**src/sv/i2c3d_pkg.sv**
```systemverilog
// constants and register map of the 3d im2col descriptor generator
// used by: i2c3d_div, im2col_3d_address_generator_core, im2col_3d_checker, tb_im2col_3d_address_generator_core
package i2c3d_pkg;

	localparam int EXTENT_BITS_DEF = 12;
	localparam int TAP_BITS_DEF    = 4;
	localparam int ADDR_BITS_DEF   = 32;

	localparam int CH_BITS       = 12;
	localparam int IMG_BITS      = 36;
	localparam int PACK_BITS     = 12;
	localparam int LEN_BITS      = 12;
	localparam int CFG_DATA_BITS = 36;
	localparam int CFG_IDX_BITS  = 3;
	localparam int DIVISOR_BITS  = 12;

	typedef enum logic [CFG_IDX_BITS-1:0] {
		REG_CHANNELS    = 3'd0,
		REG_GROUPS      = 3'd1,
		REG_IMAGE_SIZE  = 3'd2,
		REG_KERNEL_SIZE = 3'd3,
		REG_DILATION    = 3'd4,
		REG_STRIDE      = 3'd5,
		REG_PAD_BEFORE  = 3'd6,
		REG_PAD_AFTER   = 3'd7
	} cfg_reg_t;

	localparam logic [CH_BITS-1:0]   CHANNELS_RST = 12'd1;
	localparam logic [CH_BITS-1:0]   GROUPS_RST   = 12'd1;
	localparam logic [IMG_BITS-1:0]  IMAGE_RST    = 36'h001001001;
	localparam logic [PACK_BITS-1:0] TRIPLE_ONE   = 12'h111;
	localparam logic [PACK_BITS-1:0] PAD_RST      = 12'h000;

	// handshake between the sequencer and the divider
	typedef struct packed {
		logic start;
	} div_ctl_t;

	typedef struct packed {
		logic done;
		logic busy;
	} div_sts_t;

endpackage

```
**src/sv/i2c3d_div.sv**
```systemverilog
// restoring divider, one quotient bit per cycle
// depends on: i2c3d_pkg (control and status structs)
module i2c3d_div #(
	parameter int NUM_BITS = 14,
	parameter int DEN_BITS = 12
) (
	input  logic                  clk,
	input  logic                  arst_n,
	input  i2c3d_pkg::div_ctl_t   ctl,
	input  logic [NUM_BITS-1:0]   dividend,
	input  logic [DEN_BITS-1:0]   divisor,
	output i2c3d_pkg::div_sts_t   sts,
	output logic [NUM_BITS-1:0]   quotient
);

	localparam int CNT_BITS = (NUM_BITS > 1) ? $clog2(NUM_BITS) : 1;

	logic                busy_q;
	logic                done_q;
	logic [CNT_BITS-1:0] cnt_q;
	logic [DEN_BITS-1:0] rem_q;
	logic [DEN_BITS-1:0] dvs_q;
	logic [NUM_BITS-1:0] quo_q;
	logic [DEN_BITS:0]   trial;
	logic                fits;

	assign trial = {rem_q, quo_q[NUM_BITS-1]};
	assign fits  = trial >= {1'b0, dvs_q};

	always_ff @(posedge clk or negedge arst_n) begin
		if (!arst_n) begin
			busy_q <= 1'b0;
			done_q <= 1'b0;
			cnt_q  <= '0;
		end else begin
			done_q <= 1'b0;
			if (ctl.start) begin
				busy_q <= 1'b1;
				cnt_q  <= CNT_BITS'(NUM_BITS - 1);
			end else if (busy_q) begin
				cnt_q <= cnt_q - 1'b1;
				if (cnt_q == '0) begin
					busy_q <= 1'b0;
					done_q <= 1'b1;
				end
			end
		end
	end

	// the dividend shifts out of the top of quo_q while quotient bits enter below
	always_ff @(posedge clk) begin
		if (ctl.start) begin
			rem_q <= '0;
			dvs_q <= divisor;
			quo_q <= dividend;
		end else if (busy_q) begin
			if (fits) begin
				rem_q <= DEN_BITS'(trial - {1'b0, dvs_q});
			end else begin
				rem_q <= trial[DEN_BITS-1:0];
			end
			quo_q <= {quo_q[NUM_BITS-2:0], fits};
		end
	end

	assign sts.busy  = busy_q;
	assign sts.done  = done_q;
	assign quotient  = quo_q;

endmodule

```
**src/sv/im2col_3d_address_generator_core.sv**
```systemverilog
// 3d nhwc im2col descriptor generator, one descriptor per request transaction
// per active request: a divider pass for channels per group, then 20 multiply-add
// steps; a new request is taken only when idle, once the last descriptor has been
// registered, which waits for a free output; a restart first runs a span step and a
// divider pass per axis for the output extents (none for an empty axis); done skips both
// reset: asynchronous, active low; configuration registers take their defaults, no run active
module im2col_3d_address_generator_core #(
	parameter int EXTENT_BITS = i2c3d_pkg::EXTENT_BITS_DEF,
	parameter int TAP_BITS    = i2c3d_pkg::TAP_BITS_DEF,
	parameter int ADDR_BITS   = i2c3d_pkg::ADDR_BITS_DEF,
	localparam int IN_W  = ((1 + 2 * ADDR_BITS + 7) / 8) * 8,
	localparam int OUT_W = ((2 * ADDR_BITS + i2c3d_pkg::LEN_BITS + 7) / 8) * 8
) (
	input  logic                                 clk,
	input  logic                                 arst_n,
	input  logic                                 cfg_wr_en,
	input  logic [i2c3d_pkg::CFG_IDX_BITS-1:0]   cfg_index,
	input  logic [i2c3d_pkg::CFG_DATA_BITS-1:0]  cfg_data,
	input  logic                                 s_axis_tvalid,
	output logic                                 s_axis_tready,
	input  logic [IN_W-1:0]                      s_axis_tdata,  // func, src_base, dst_base
	output logic                                 m_axis_tvalid,
	input  logic                                 m_axis_tready,
	output logic [OUT_W-1:0]                     m_axis_tdata,  // src_addr, dst_addr, length
	output logic                                 m_axis_tlast,
	output logic [1:0]                           m_axis_tuser   // fill_zero, done_res
);

	localparam int E     = EXTENT_BITS;
	localparam int T     = TAP_BITS;
	localparam int A     = ADDR_BITS;
	localparam int CB    = i2c3d_pkg::CH_BITS;
	localparam int LB    = i2c3d_pkg::LEN_BITS;
	localparam int UW0   = (E + T + 2 > 2 * T + 2) ? E + T + 2 : 2 * T + 2;
	localparam int UW    = (A > UW0) ? A : UW0;
	localparam int MB    = (E > CB) ? E : CB;
	localparam int GW    = MB;
	localparam int NUMW  = ((E > T + 1) ? E : T + 1) + 2;
	localparam int DIVW  = (NUMW > CB) ? NUMW : CB;
	localparam int DVB   = i2c3d_pkg::DIVISOR_BITS;
	localparam int SPW   = 2 * T + 1;
	localparam int SW    = ((NUMW > SPW) ? NUMW : SPW) + 1;
	localparam int IMG3  = 3 * E;
	localparam int TAP3  = 3 * T;
	localparam logic [E-1:0] EXT_MAX = {E{1'b1}};

	// multiply-add program, one step per cycle
	localparam logic [4:0] OP_CT0  = 5'd0;
	localparam logic [4:0] OP_CT1  = 5'd1;
	localparam logic [4:0] OP_CH0  = 5'd2;
	localparam logic [4:0] OP_CH1  = 5'd3;
	localparam logic [4:0] OP_CW0  = 5'd4;
	localparam logic [4:0] OP_CW1  = 5'd5;
	localparam logic [4:0] OP_S0   = 5'd6;
	localparam logic [4:0] OP_S1   = 5'd7;
	localparam logic [4:0] OP_S2   = 5'd8;
	localparam logic [4:0] OP_S3   = 5'd9;
	localparam logic [4:0] OP_D0   = 5'd10;
	localparam logic [4:0] OP_D1   = 5'd11;
	localparam logic [4:0] OP_D2   = 5'd12;
	localparam logic [4:0] OP_D3   = 5'd13;
	localparam logic [4:0] OP_P0   = 5'd14;
	localparam logic [4:0] OP_P1   = 5'd15;
	localparam logic [4:0] OP_P2   = 5'd16;
	localparam logic [4:0] OP_P3   = 5'd17;
	localparam logic [4:0] OP_P4   = 5'd18;
	localparam logic [4:0] OP_P5   = 5'd19;
	localparam logic [4:0] OP_SPAN = 5'd20;

	localparam logic [2:0] DST_ACC = 3'd0;
	localparam logic [2:0] DST_CR0 = 3'd1;
	localparam logic [2:0] DST_CR1 = 3'd2;
	localparam logic [2:0] DST_CR2 = 3'd3;
	localparam logic [2:0] DST_TMP = 3'd4;
	localparam logic [2:0] DST_SRC = 3'd5;

	typedef enum logic [7:0] {
		S_IDLE   = 8'b0000_0001,
		S_SPAN   = 8'b0000_0010,
		S_NUM    = 8'b0000_0100,
		S_EXTDIV = 8'b0000_1000,
		S_CHECK  = 8'b0001_0000,
		S_CPG    = 8'b0010_0000,
		S_MAC    = 8'b0100_0000,
		S_FIN    = 8'b1000_0000
	} state_t;

	// configuration registers
	logic [CB-1:0]                     channels_q;
	logic [CB-1:0]                     groups_q;
	logic [i2c3d_pkg::IMG_BITS-1:0]    image_q;
	logic [i2c3d_pkg::PACK_BITS-1:0]   kernel_q;
	logic [i2c3d_pkg::PACK_BITS-1:0]   dil_q;
	logic [i2c3d_pkg::PACK_BITS-1:0]   stride_q;
	logic [i2c3d_pkg::PACK_BITS-1:0]   padb_q;
	logic [i2c3d_pkg::PACK_BITS-1:0]   pada_q;

	state_t          state_q;
	logic [4:0]      op_q;
	logic [1:0]      axis_q;
	logic            func_q;
	logic [A-1:0]    src_base_q;
	logic [A-1:0]    dst_base_q;
	logic            run_active_q;
	logic [E-1:0]    ext_q [3];
	logic [E-1:0]    pos_q [3];
	logic [T-1:0]    tap_q [3];
	logic [E-1:0]    grp_idx_q;
	logic [LB-1:0]   cpg_q;
	logic [UW-1:0]   acc_q;
	logic [UW-1:0]   tmp_q;
	logic [UW-1:0]   src_q;
	logic [UW-1:0]   cr_q [3];

	logic            m_valid_q;
	logic [A-1:0]    m_src_q;
	logic [A-1:0]    m_dst_q;
	logic [LB-1:0]   m_len_q;
	logic            m_fill_q;
	logic            m_last_q;
	logic            m_done_q;

	// unpacked register fields, axis 0 = w, 1 = h, 2 = t
	logic [IMG3-1:0] img_x;
	logic [TAP3-1:0] ker_x, dil_x, str_x, pb_x, pa_x;
	logic [E-1:0]    n_f [3];
	logic [T-1:0]    k_f [3];
	logic [T-1:0]    d_f [3];
	logic [T-1:0]    s_f [3];
	logic [T-1:0]    pb_f [3];
	logic [T-1:0]    pa_f [3];
	logic [GW-1:0]   grp;

	always_comb begin
		img_x = IMG3'(image_q);
		ker_x = TAP3'(kernel_q);
		dil_x = TAP3'(dil_q);
		str_x = TAP3'(stride_q);
		pb_x  = TAP3'(padb_q);
		pa_x  = TAP3'(pada_q);
		for (int i = 0; i < 3; i++) begin
			n_f[i]  = img_x[i*E +: E];
			k_f[i]  = ker_x[i*T +: T];
			d_f[i]  = dil_x[i*T +: T];
			s_f[i]  = (str_x[i*T +: T] == '0) ? T'(1) : str_x[i*T +: T];
			pb_f[i] = pb_x[i*T +: T];
			pa_f[i] = pa_x[i*T +: T];
		end
		grp = (groups_q == '0) ? GW'(1) : GW'(groups_q);
	end

	// shared multiply-add unit: mac = a * b + c, wrapping
	logic [4:0]       op_sel;
	logic [UW-1:0]    mac_a;
	logic [MB-1:0]    mac_b;
	logic [UW-1:0]    mac_c;
	logic [2:0]       mac_dst;
	logic [UW+MB-1:0] mac_prod;
	logic [UW-1:0]    mac_res;

	assign op_sel = (state_q == S_SPAN) ? OP_SPAN : op_q;

	always_comb begin
		mac_a   = '0;
		mac_b   = '0;
		mac_c   = '0;
		mac_dst = DST_ACC;
		case (op_sel)
			OP_CT0: begin
				mac_a = UW'(tap_q[2]); mac_b = MB'(d_f[2]);
				mac_c = UW'(0) - UW'(pb_f[2]); mac_dst = DST_CR2;
			end
			OP_CT1: begin
				mac_a = UW'(pos_q[2]); mac_b = MB'(s_f[2]);
				mac_c = cr_q[2]; mac_dst = DST_CR2;
			end
			OP_CH0: begin
				mac_a = UW'(tap_q[1]); mac_b = MB'(d_f[1]);
				mac_c = UW'(0) - UW'(pb_f[1]); mac_dst = DST_CR1;
			end
			OP_CH1: begin
				mac_a = UW'(pos_q[1]); mac_b = MB'(s_f[1]);
				mac_c = cr_q[1]; mac_dst = DST_CR1;
			end
			OP_CW0: begin
				mac_a = UW'(tap_q[0]); mac_b = MB'(d_f[0]);
				mac_c = UW'(0) - UW'(pb_f[0]); mac_dst = DST_CR0;
			end
			OP_CW1: begin
				mac_a = UW'(pos_q[0]); mac_b = MB'(s_f[0]);
				mac_c = cr_q[0]; mac_dst = DST_CR0;
			end
			OP_S0: begin
				mac_a = cr_q[2]; mac_b = MB'(n_f[1]); mac_c = cr_q[1];
			end
			OP_S1: begin
				mac_a = acc_q; mac_b = MB'(n_f[0]); mac_c = cr_q[0];
			end
			OP_S2: begin
				mac_a = acc_q; mac_b = MB'(channels_q); mac_c = UW'(src_base_q);
			end
			OP_S3: begin
				mac_a = UW'(grp_idx_q); mac_b = MB'(cpg_q); mac_c = acc_q;
				mac_dst = DST_SRC;
			end
			OP_D0: begin
				mac_a = UW'(grp_idx_q); mac_b = MB'(k_f[2]); mac_c = UW'(tap_q[2]);
			end
			OP_D1: begin
				mac_a = acc_q; mac_b = MB'(k_f[1]); mac_c = UW'(tap_q[1]);
			end
			OP_D2: begin
				mac_a = acc_q; mac_b = MB'(k_f[0]); mac_c = UW'(tap_q[0]);
			end
			OP_D3: begin
				mac_a = acc_q; mac_b = MB'(cpg_q); mac_c = UW'(dst_base_q);
				mac_dst = DST_TMP;
			end
			OP_P0: begin
				mac_a = UW'(pos_q[2]); mac_b = MB'(ext_q[1]); mac_c = UW'(pos_q[1]);
			end
			OP_P1: begin
				mac_a = acc_q; mac_b = MB'(ext_q[0]); mac_c = UW'(pos_q[0]);
			end
			OP_P2: begin
				mac_a = acc_q; mac_b = MB'(k_f[2]);
			end
			OP_P3: begin
				mac_a = acc_q; mac_b = MB'(k_f[1]);
			end
			OP_P4: begin
				mac_a = acc_q; mac_b = MB'(k_f[0]);
			end
			OP_P5: begin
				mac_a = acc_q; mac_b = MB'(channels_q); mac_c = tmp_q;
			end
			OP_SPAN: begin
				// receptive span: dilation * (taps - 1), plus one
				mac_a = UW'(T'(k_f[axis_q] - 1'b1)); mac_b = MB'(d_f[axis_q]);
				mac_c = UW'(1);
			end
			default: begin
				mac_a = '0;
			end
		endcase
		mac_prod = mac_a * mac_b;
		mac_res  = mac_prod[UW-1:0] + mac_c;
	end

	// output extent numerator for the axis in work
	logic [SW-1:0]   ext_sum;
	logic [SW-1:0]   ext_span;
	logic            num_neg;
	logic [SW-1:0]   ext_num;

	always_comb begin
		ext_sum  = SW'(n_f[axis_q]) + SW'(pb_f[axis_q]) + SW'(pa_f[axis_q]);
		ext_span = SW'(acc_q[SPW-1:0]);
		num_neg  = ext_sum < ext_span;
		ext_num  = ext_sum - ext_span;
	end

	// serial divider, shared by extents and channels per group
	i2c3d_pkg::div_ctl_t div_ctl;
	i2c3d_pkg::div_sts_t div_sts;
	logic [DIVW-1:0]     div_num;
	logic [DVB-1:0]      div_den;
	logic [DIVW-1:0]     div_quo;
	logic                active_now;
	logic                ext_zero;

	assign ext_zero   = (k_f[axis_q] == '0) || num_neg;
	assign active_now = func_q ? run_active_q
		: ((ext_q[0] != '0) && (ext_q[1] != '0) && (ext_q[2] != '0));

	always_comb begin
		div_ctl.start = 1'b0;
		div_num       = DIVW'(channels_q);
		div_den       = DVB'(grp);
		if (state_q == S_NUM) begin
			div_ctl.start = !ext_zero;
			div_num       = DIVW'(ext_num);
			div_den       = DVB'(s_f[axis_q]);
		end else if (state_q == S_CHECK) begin
			div_ctl.start = active_now;
		end
	end

	i2c3d_div #(
		.NUM_BITS (DIVW),
		.DEN_BITS (DVB)
	) u_div (
		.clk      (clk),
		.arst_n   (arst_n),
		.ctl      (div_ctl),
		.dividend (div_num),
		.divisor  (div_den),
		.sts      (div_sts),
		.quotient (div_quo)
	);

	logic [E-1:0] ext_new;
	assign ext_new = (div_quo >= DIVW'(EXT_MAX)) ? EXT_MAX : E'(div_quo + 1'b1);

	// tap position test and walk advance
	logic         outside;
	logic [E-1:0] g_n;
	logic [T-1:0] tap_n [3];
	logic [E-1:0] pos_n [3];
	logic         fin;
	logic [E-1:0] g1;
	logic [T-1:0] t1 [3];
	logic [E-1:0] p1 [3];

	always_comb begin
		outside = 1'b0;
		for (int i = 0; i < 3; i++) begin
			if (cr_q[i][UW-1] || (cr_q[i] >= UW'(n_f[i]))) begin
				outside = 1'b1;
			end
			t1[i]    = tap_q[i] + 1'b1;
			p1[i]    = pos_q[i] + 1'b1;
			tap_n[i] = tap_q[i];
			pos_n[i] = pos_q[i];
		end
		g1  = grp_idx_q + 1'b1;
		g_n = g1;
		fin = 1'b0;
		if (GW'(g1) >= grp) begin
			g_n = '0;
			tap_n[0] = t1[0];
			if (!((t1[0] < k_f[0]) && (t1[0] != '0))) begin
				tap_n[0] = '0;
				tap_n[1] = t1[1];
				if (!((t1[1] < k_f[1]) && (t1[1] != '0))) begin
					tap_n[1] = '0;
					tap_n[2] = t1[2];
					if (!((t1[2] < k_f[2]) && (t1[2] != '0))) begin
						tap_n[2] = '0;
						pos_n[0] = p1[0];
						if (!((p1[0] < ext_q[0]) && (p1[0] != '0))) begin
							pos_n[0] = '0;
							pos_n[1] = p1[1];
							if (!((p1[1] < ext_q[1]) && (p1[1] != '0))) begin
								pos_n[1] = '0;
								pos_n[2] = p1[2];
								if (!((p1[2] < ext_q[2]) && (p1[2] != '0))) begin
									pos_n[2] = '0;
									fin = 1'b1;
								end
							end
						end
					end
				end
			end
		end
	end

	logic in_fire;
	logic out_free;

	assign in_fire  = s_axis_tvalid && s_axis_tready;
	assign out_free = !m_valid_q || m_axis_tready;

	// configuration writes
	always_ff @(posedge clk or negedge arst_n) begin
		if (!arst_n) begin
			channels_q <= i2c3d_pkg::CHANNELS_RST;
			groups_q   <= i2c3d_pkg::GROUPS_RST;
			image_q    <= i2c3d_pkg::IMAGE_RST;
			kernel_q   <= i2c3d_pkg::TRIPLE_ONE;
			dil_q      <= i2c3d_pkg::TRIPLE_ONE;
			stride_q   <= i2c3d_pkg::TRIPLE_ONE;
			padb_q     <= i2c3d_pkg::PAD_RST;
			pada_q     <= i2c3d_pkg::PAD_RST;
		end else if (cfg_wr_en) begin
			case (i2c3d_pkg::cfg_reg_t'(cfg_index))
				i2c3d_pkg::REG_CHANNELS:    channels_q <= cfg_data[CB-1:0];
				i2c3d_pkg::REG_GROUPS:      groups_q   <= cfg_data[CB-1:0];
				i2c3d_pkg::REG_IMAGE_SIZE:  image_q    <= cfg_data;
				i2c3d_pkg::REG_KERNEL_SIZE: kernel_q   <= cfg_data[i2c3d_pkg::PACK_BITS-1:0];
				i2c3d_pkg::REG_DILATION:    dil_q      <= cfg_data[i2c3d_pkg::PACK_BITS-1:0];
				i2c3d_pkg::REG_STRIDE:      stride_q   <= cfg_data[i2c3d_pkg::PACK_BITS-1:0];
				i2c3d_pkg::REG_PAD_BEFORE:  padb_q     <= cfg_data[i2c3d_pkg::PACK_BITS-1:0];
				i2c3d_pkg::REG_PAD_AFTER:   pada_q     <= cfg_data[i2c3d_pkg::PACK_BITS-1:0];
				default: channels_q <= channels_q;
			endcase
		end
	end

	// sequencer and walk state
	always_ff @(posedge clk or negedge arst_n) begin
		if (!arst_n) begin
			state_q      <= S_IDLE;
			op_q         <= OP_CT0;
			axis_q       <= '0;
			run_active_q <= 1'b0;
			grp_idx_q    <= '0;
			m_valid_q    <= 1'b0;
			for (int i = 0; i < 3; i++) begin
				ext_q[i] <= '0;
				pos_q[i] <= '0;
				tap_q[i] <= '0;
			end
		end else begin
			if (m_valid_q && m_axis_tready) begin
				m_valid_q <= 1'b0;
			end
			case (state_q)
				S_IDLE: begin
					if (in_fire) begin
						if (!s_axis_tdata[0]) begin
							axis_q    <= '0;
							grp_idx_q <= '0;
							for (int i = 0; i < 3; i++) begin
								pos_q[i] <= '0;
								tap_q[i] <= '0;
							end
							state_q <= S_SPAN;
						end else begin
							state_q <= S_CHECK;
						end
					end
				end
				S_SPAN: begin
					state_q <= S_NUM;
				end
				S_NUM: begin
					if (ext_zero) begin
						ext_q[axis_q] <= '0;
						axis_q        <= axis_q + 1'b1;
						state_q       <= (axis_q == 2'd2) ? S_CHECK : S_SPAN;
					end else begin
						state_q <= S_EXTDIV;
					end
				end
				S_EXTDIV: begin
					if (div_sts.done) begin
						ext_q[axis_q] <= ext_new;
						axis_q        <= axis_q + 1'b1;
						state_q       <= (axis_q == 2'd2) ? S_CHECK : S_SPAN;
					end
				end
				S_CHECK: begin
					run_active_q <= active_now;
					state_q      <= active_now ? S_CPG : S_FIN;
				end
				S_CPG: begin
					if (div_sts.done) begin
						op_q    <= OP_CT0;
						state_q <= S_MAC;
					end
				end
				S_MAC: begin
					op_q <= op_q + 1'b1;
					if (op_q == OP_P5) begin
						state_q <= S_FIN;
					end
				end
				S_FIN: begin
					if (out_free) begin
						m_valid_q <= 1'b1;
						state_q   <= S_IDLE;
						if (run_active_q) begin
							grp_idx_q <= g_n;
							for (int i = 0; i < 3; i++) begin
								pos_q[i] <= pos_n[i];
								tap_q[i] <= tap_n[i];
							end
							if (fin) begin
								run_active_q <= 1'b0;
							end
						end
					end
				end
				default: begin
					state_q <= S_IDLE;
				end
			endcase
		end
	end

	// datapath registers
	always_ff @(posedge clk) begin
		if (in_fire) begin
			func_q     <= s_axis_tdata[0];
			src_base_q <= s_axis_tdata[A:1];
			dst_base_q <= s_axis_tdata[2*A:A+1];
		end
		if (state_q == S_CPG && div_sts.done) begin
			cpg_q <= LB'(div_quo);
		end
		if (state_q == S_SPAN || state_q == S_MAC) begin
			case (mac_dst)
				DST_ACC: acc_q    <= mac_res;
				DST_CR0: cr_q[0]  <= mac_res;
				DST_CR1: cr_q[1]  <= mac_res;
				DST_CR2: cr_q[2]  <= mac_res;
				DST_TMP: tmp_q    <= mac_res;
				DST_SRC: src_q    <= mac_res;
				default: acc_q    <= mac_res;
			endcase
		end
		if (state_q == S_FIN && out_free) begin
			if (run_active_q) begin
				m_src_q  <= outside ? '0 : src_q[A-1:0];
				m_dst_q  <= acc_q[A-1:0];
				m_len_q  <= cpg_q;
				m_fill_q <= outside;
				m_last_q <= fin;
				m_done_q <= 1'b0;
			end else begin
				m_src_q  <= '0;
				m_dst_q  <= '0;
				m_len_q  <= '0;
				m_fill_q <= 1'b0;
				m_last_q <= 1'b0;
				m_done_q <= 1'b1;
			end
		end
	end

	assign s_axis_tready = (state_q == S_IDLE);
	assign m_axis_tvalid = m_valid_q;
	assign m_axis_tdata  = OUT_W'({m_len_q, m_dst_q, m_src_q});
	assign m_axis_tlast  = m_last_q;
	assign m_axis_tuser  = {m_done_q, m_fill_q};

endmodule

```
**config.mk**
```make
export PLATFORM = sky130hd
export DESIGN_NAME = im2col_3d_address_generator_core
export DESIGN_NICKNAME = d
export VERILOG_FILES = /design/src/sv/i2c3d_pkg.sv /design/src/sv/i2c3d_div.sv /design/src/sv/im2col_3d_address_generator_core.sv
export SDC_FILE = /design/constraint.sdc
export NUM_CORES = 2
export LEC_CHECK = 0
export BUFFER_PORTS_ARGS = -buffer_cell sky130_fd_sc_hd__buf_2
export CORE_MARGIN = 5
export CORE_UTILIZATION = 40
export CTS_CLUSTER_SIZE = 14
export DETAILED_ROUTE_END_ITERATION = 10
export GPL_ROUTABILITY_DRIVEN = 0
export PLACE_DENSITY_LB_ADDON = 0.1
export SETUP_SLACK_MARGIN = 0.2
export SLEW_MARGIN = 40
export SYNTH_ARGS = -nofsm -noshare
export SYNTH_HDL_FRONTEND = slang
export SYNTH_SLANG_ARGS = --single-unit
```
**constraint.sdc**
```tcl
create_clock -name clk -period 9.82 [get_ports clk]
set_input_delay 1.964 -clock clk [delete_from_list [all_inputs] [get_ports clk]]
set_output_delay 1.964 -clock clk [all_outputs]
set_load 0.03 [all_outputs]
```
==> parameters.txt <==
Parameter                              Value

Worst setup path
  Worst setup path category ... register to register
  Worst path arrival time ... 9.27 ns
  Slack of the worst reg-to-reg path ... 0.76 ns
  Startpoint type of the worst setup path ... register
  Endpoint of the lowest-slack register-to-register path ... cr_q[0][60]
  Length in cells of the worst reg-to-reg path ... 25
  CP Capture Type ... register
  Endpoint required time on the critical path ... 10.03 ns
  R2r startpoint ... op_q[1]
  Critical path fanouts, max ... 17

Detailed routing
  Initial DRC count ... 3282
  Total via count in the routed design ... 32200
  # DRC ... 0
  First-pass iteration count of the detailed router ... 9
  Routed length per placed instance ... 28.0 µm
  Vias per Instance ... 5.85
  DRT antenna net count ... 0
  Post-detailed-routing wire length ... 154 mm

Yosys
  Sequential area share after synthesis ... 42.0%
  Most frequently used flop master after synthesis ... edfxtp_1
  Yosys top cell by area ... edfxtp_1
  Post-synthesis average cell area ... 10.7 µm²
  Summed instance area of the synthesized netlist ... 41600 µm²
  Synth area leaders ... edfxtp_1 27%, dfrtp_1 13%, fa_1 13%
  Top-count cell post-synth ... nand2_1
  Number of synthesized flops with an enable pin ... 374
  Seq cells post-synth ... 625
  Share of the synthesized area in the top cell type ... 27.0%
  Ys Warns ... 0
  Number of instances in the synthesized netlist ... 3900
  Post-synthesis async set-or-reset flop share ... 38.2%
  Netlist cell types ... 99
  Most frequent cells after synthesis ... 483 x nand2_1, 463 x inv_1, 374 x edfxtp_1

Timing
  Final critical path time including I/O delays and setup ... 9.06 ns
  Transition time of the tightest slew-check pin ... 0.880 ns
  Post-route worst setup slack ... 0.761 ns
  Smallest hold slack ... 0.491 ns
  Final max-slew violation count ... 0
  Worst clock skew ... 0.0361 ns
  Hold Violations, Final ... 0
  Count of endpoints failing setup in the final report ... 0
  Unrepaired setup endpoints after global routing ... false
  Max frequency ... 110 MHz
  Post-Route Setup TNS ... 0 ns
  Share of the clock period used by the worst path after layout ... 92.3%
  Headroom to the max-slew limit ... 41.1%

Clock network
  Post-CTS setup-driven buffer insertion count ... 0
  Post-cts repair resize count ... 0
  Reg clk slew, reported paths ... 0.06 ns
  Worst skew pair latency ... 0.65 ns
  CTS buffer count ... 72
  Count of clock tree sinks ... 625
  Deepest clock path buffer count ... 3
  Clock tree from TritonCTS ... yes
  H-Tree Level Count ... 3
  Clock tree root buffer cell ... clkbuf_16
  Hold-fix buffers at CTS ... 0

Cells and area
  Signed area change from the synthesized netlist to the final layout ... 12.5%
  Post-layout instance area ... 46800 µm²
  Total number of nets in the final design ... 4644
  Share of layout cells above drive strength 1 ... 14.9%

GRT
  Global-route wire length before repair ... 226 mm
  GR Overflow Total ... 0
  Number of global-route vias before repair ... 32200
  Global-route total usage across every layer ... 27.5%
  Maximum number of pins on one net before global-route repair ... 66
  Initial antenna violation count ... 6

Floorplanning
  Die Wd ... 333 µm
  Initial core utilization ... 40.2%
  Full die area ... 111000 µm²
  Die Ht ... 333 µm
  Number of top-level pins ... 201
  Core Area ... 103000 µm²
  Placement row count ... 118

Place
  Pre-CTS worst setup slack ... 0.855 ns
  Post-placement cell area ... 44500 µm²
  Detailed Place HPWL ... 118 mm
  Port Buf Inserts ... 189

Min path
  Endpoint with the worst hold slack ... cpg_q[11]
  Hold path cells ... 0
  Hold path start ... u_div.quotient[11]
  Min-delay worst type ... register to register

Power
  Maximum VDD drop ... 0.155 mV
  Combinational Power Share ... 34.0%
  Power density over the cells ... 200 nW/µm²
  Switching share of power ... 37.3%
  Leakage power ... 19.3 nW
  Part of the total power dissipated in sequential elements ... 38.0%
  Total Power Consumption ... 9.39 mW
  Internal power component ... 5.88 mW
  Power spent charging and discharging nets ... 3.51 mW
  Clk network pwr share ... 28.0%

Flow run
  Total of max-cap violations ... 0

Status
  Result of the run ... complete, no violations
==> metal layers <==
| metal | up-vias | track usage (%) | part of all wire [%] |
|---|---|---|---|
| li1 | 14000 | - | - |
| met1 | 16500 | 37.3 | 41 |
| met2 | 1391 | 44.3 | 46 |
| met3 | 283 | 4.29 | 7.2 |
| met4 | 4 | 11.5 | 5.2 |
| met5 | - | 0 | 0.018 |
==> stage by stage <==
step                      std cells  utilization (%)
after floorplan                3903                -
after global placement         5367             42.9
after detailed placement       5373             43.0
after CTS                      5502             45.2
after global routing           5502             45.2
final                          5506             45.2
==> cell families (layout without fill, tap and decap cells) <==
family	Yosys count	after routing	synth area share, %
muxes	164	164	4.60
DFF	625	625	42.0
xor gates and xnor gates	138	138	3.00
other	1	8	0.00901
buffers and inverters	678	897	6.31
and+or+nand+nor	1126	1126	13.2
AOI/OAI and AO/OA	707	707	12.1
adders and majority gates	461	461	18.8
==> worst max-delay path by stage <==
stage                     startpoint          end  slack [ns]  cells past startpoint
after floorplan           state_q[3]    acc_q[30]        2.37                     29
after global placement    state_q[5]    src_q[28]        0.73                     26
after detailed placement  state_q[5]    src_q[28]        0.86                     27
after CTS                 state_q[5]  cr_q[0][92]        0.81                     27
after global routing      state_q[7]    tmp_q[28]        0.30                     26
final                        op_q[1]  cr_q[0][60]        0.76                     25
==> sequential cells by signal, summed over array words and instances (netlist names), 14 cells and up <==
| signal | count |
|---|---|
| tmp_q | 32 |
| m_dst_q | 32 |
| u_div.quotient | 14 |
| m_src_q | 32 |
| ext_q | 36 |
| pos_q | 36 |
| src_q | 32 |
| dst_base_q | 32 |
| cr_q | 96 |
| src_base_q | 32 |
| acc_q | 32 |
| image_q | 36 |
==> final cells by class <==
class	count	area [µm²]
inverter	466	1750
fill	9944	56700
multi-input combinational	2600	21800
clock buffer	96	1990
tap	1380	1730
clock inverter	33	277
antenna	4	10.0
timing repair buffer	302	1830
sequential	625	17500
==> layout by cell type, fill, tap and decap left out, types with 43 or more instances in the layout <==
cell / instances
ha_1: 186
o21ai_0: 171
nand3_1: 79
nand4_1: 53
a222oi_1: 79
a21o_1: 48
edfxtp_1: 374
a21oi_1: 100
nor3_1: 49
dfrtp_1: 220
xor2_1: 43
fa_1: 275
nor4_1: 66
inv_1: 463
nand2_1: 482
xnor2_1: 84
mux2_2: 89
a22oi_1: 62
and2_1: 99
buf_4: 102
nor2_1: 126
buf_2: 193
clkbuf_16: 74
==> worst max-delay path, cell delays in order, from the launching register on <==
cell and delay [ns]:
dfrtp_1 0.61, buf_4 0.31, or3b_2 0.60, o22ai_1 0.53, buf_4 0.25, a32oi_1 0.05
and4_1 0.28, nand2_1 0.55, buf_4 0.35, nand2_1 0.09, fa_1 0.48, fa_1 0.52
inv_1 0.05, fa_1 0.46, fa_1 0.52, fa_1 0.52, ha_1 0.38, a21o_1 0.18
a21oi_1 0.13, nor2b_1 0.07, nor2_1 0.19, a2bb2oi_1 0.24, a21boi_0 0.35, a21boi_0 0.27
mux2i_1 0.21, nand4_1 0.41
==> power groups by stage <==
stage                     clock (mW)  combinational [mW]  sequential [mW]
after floorplan                    0                1.97             3.48
after global placement             0                3.10             3.61
after detailed placement           0                3.16             3.61
after CTS                       2.67                3.18             3.56
after global routing            2.77                3.47             3.59
final                           2.62                3.19             3.57
Note: power is estimated with default switching activity, not from simulation.
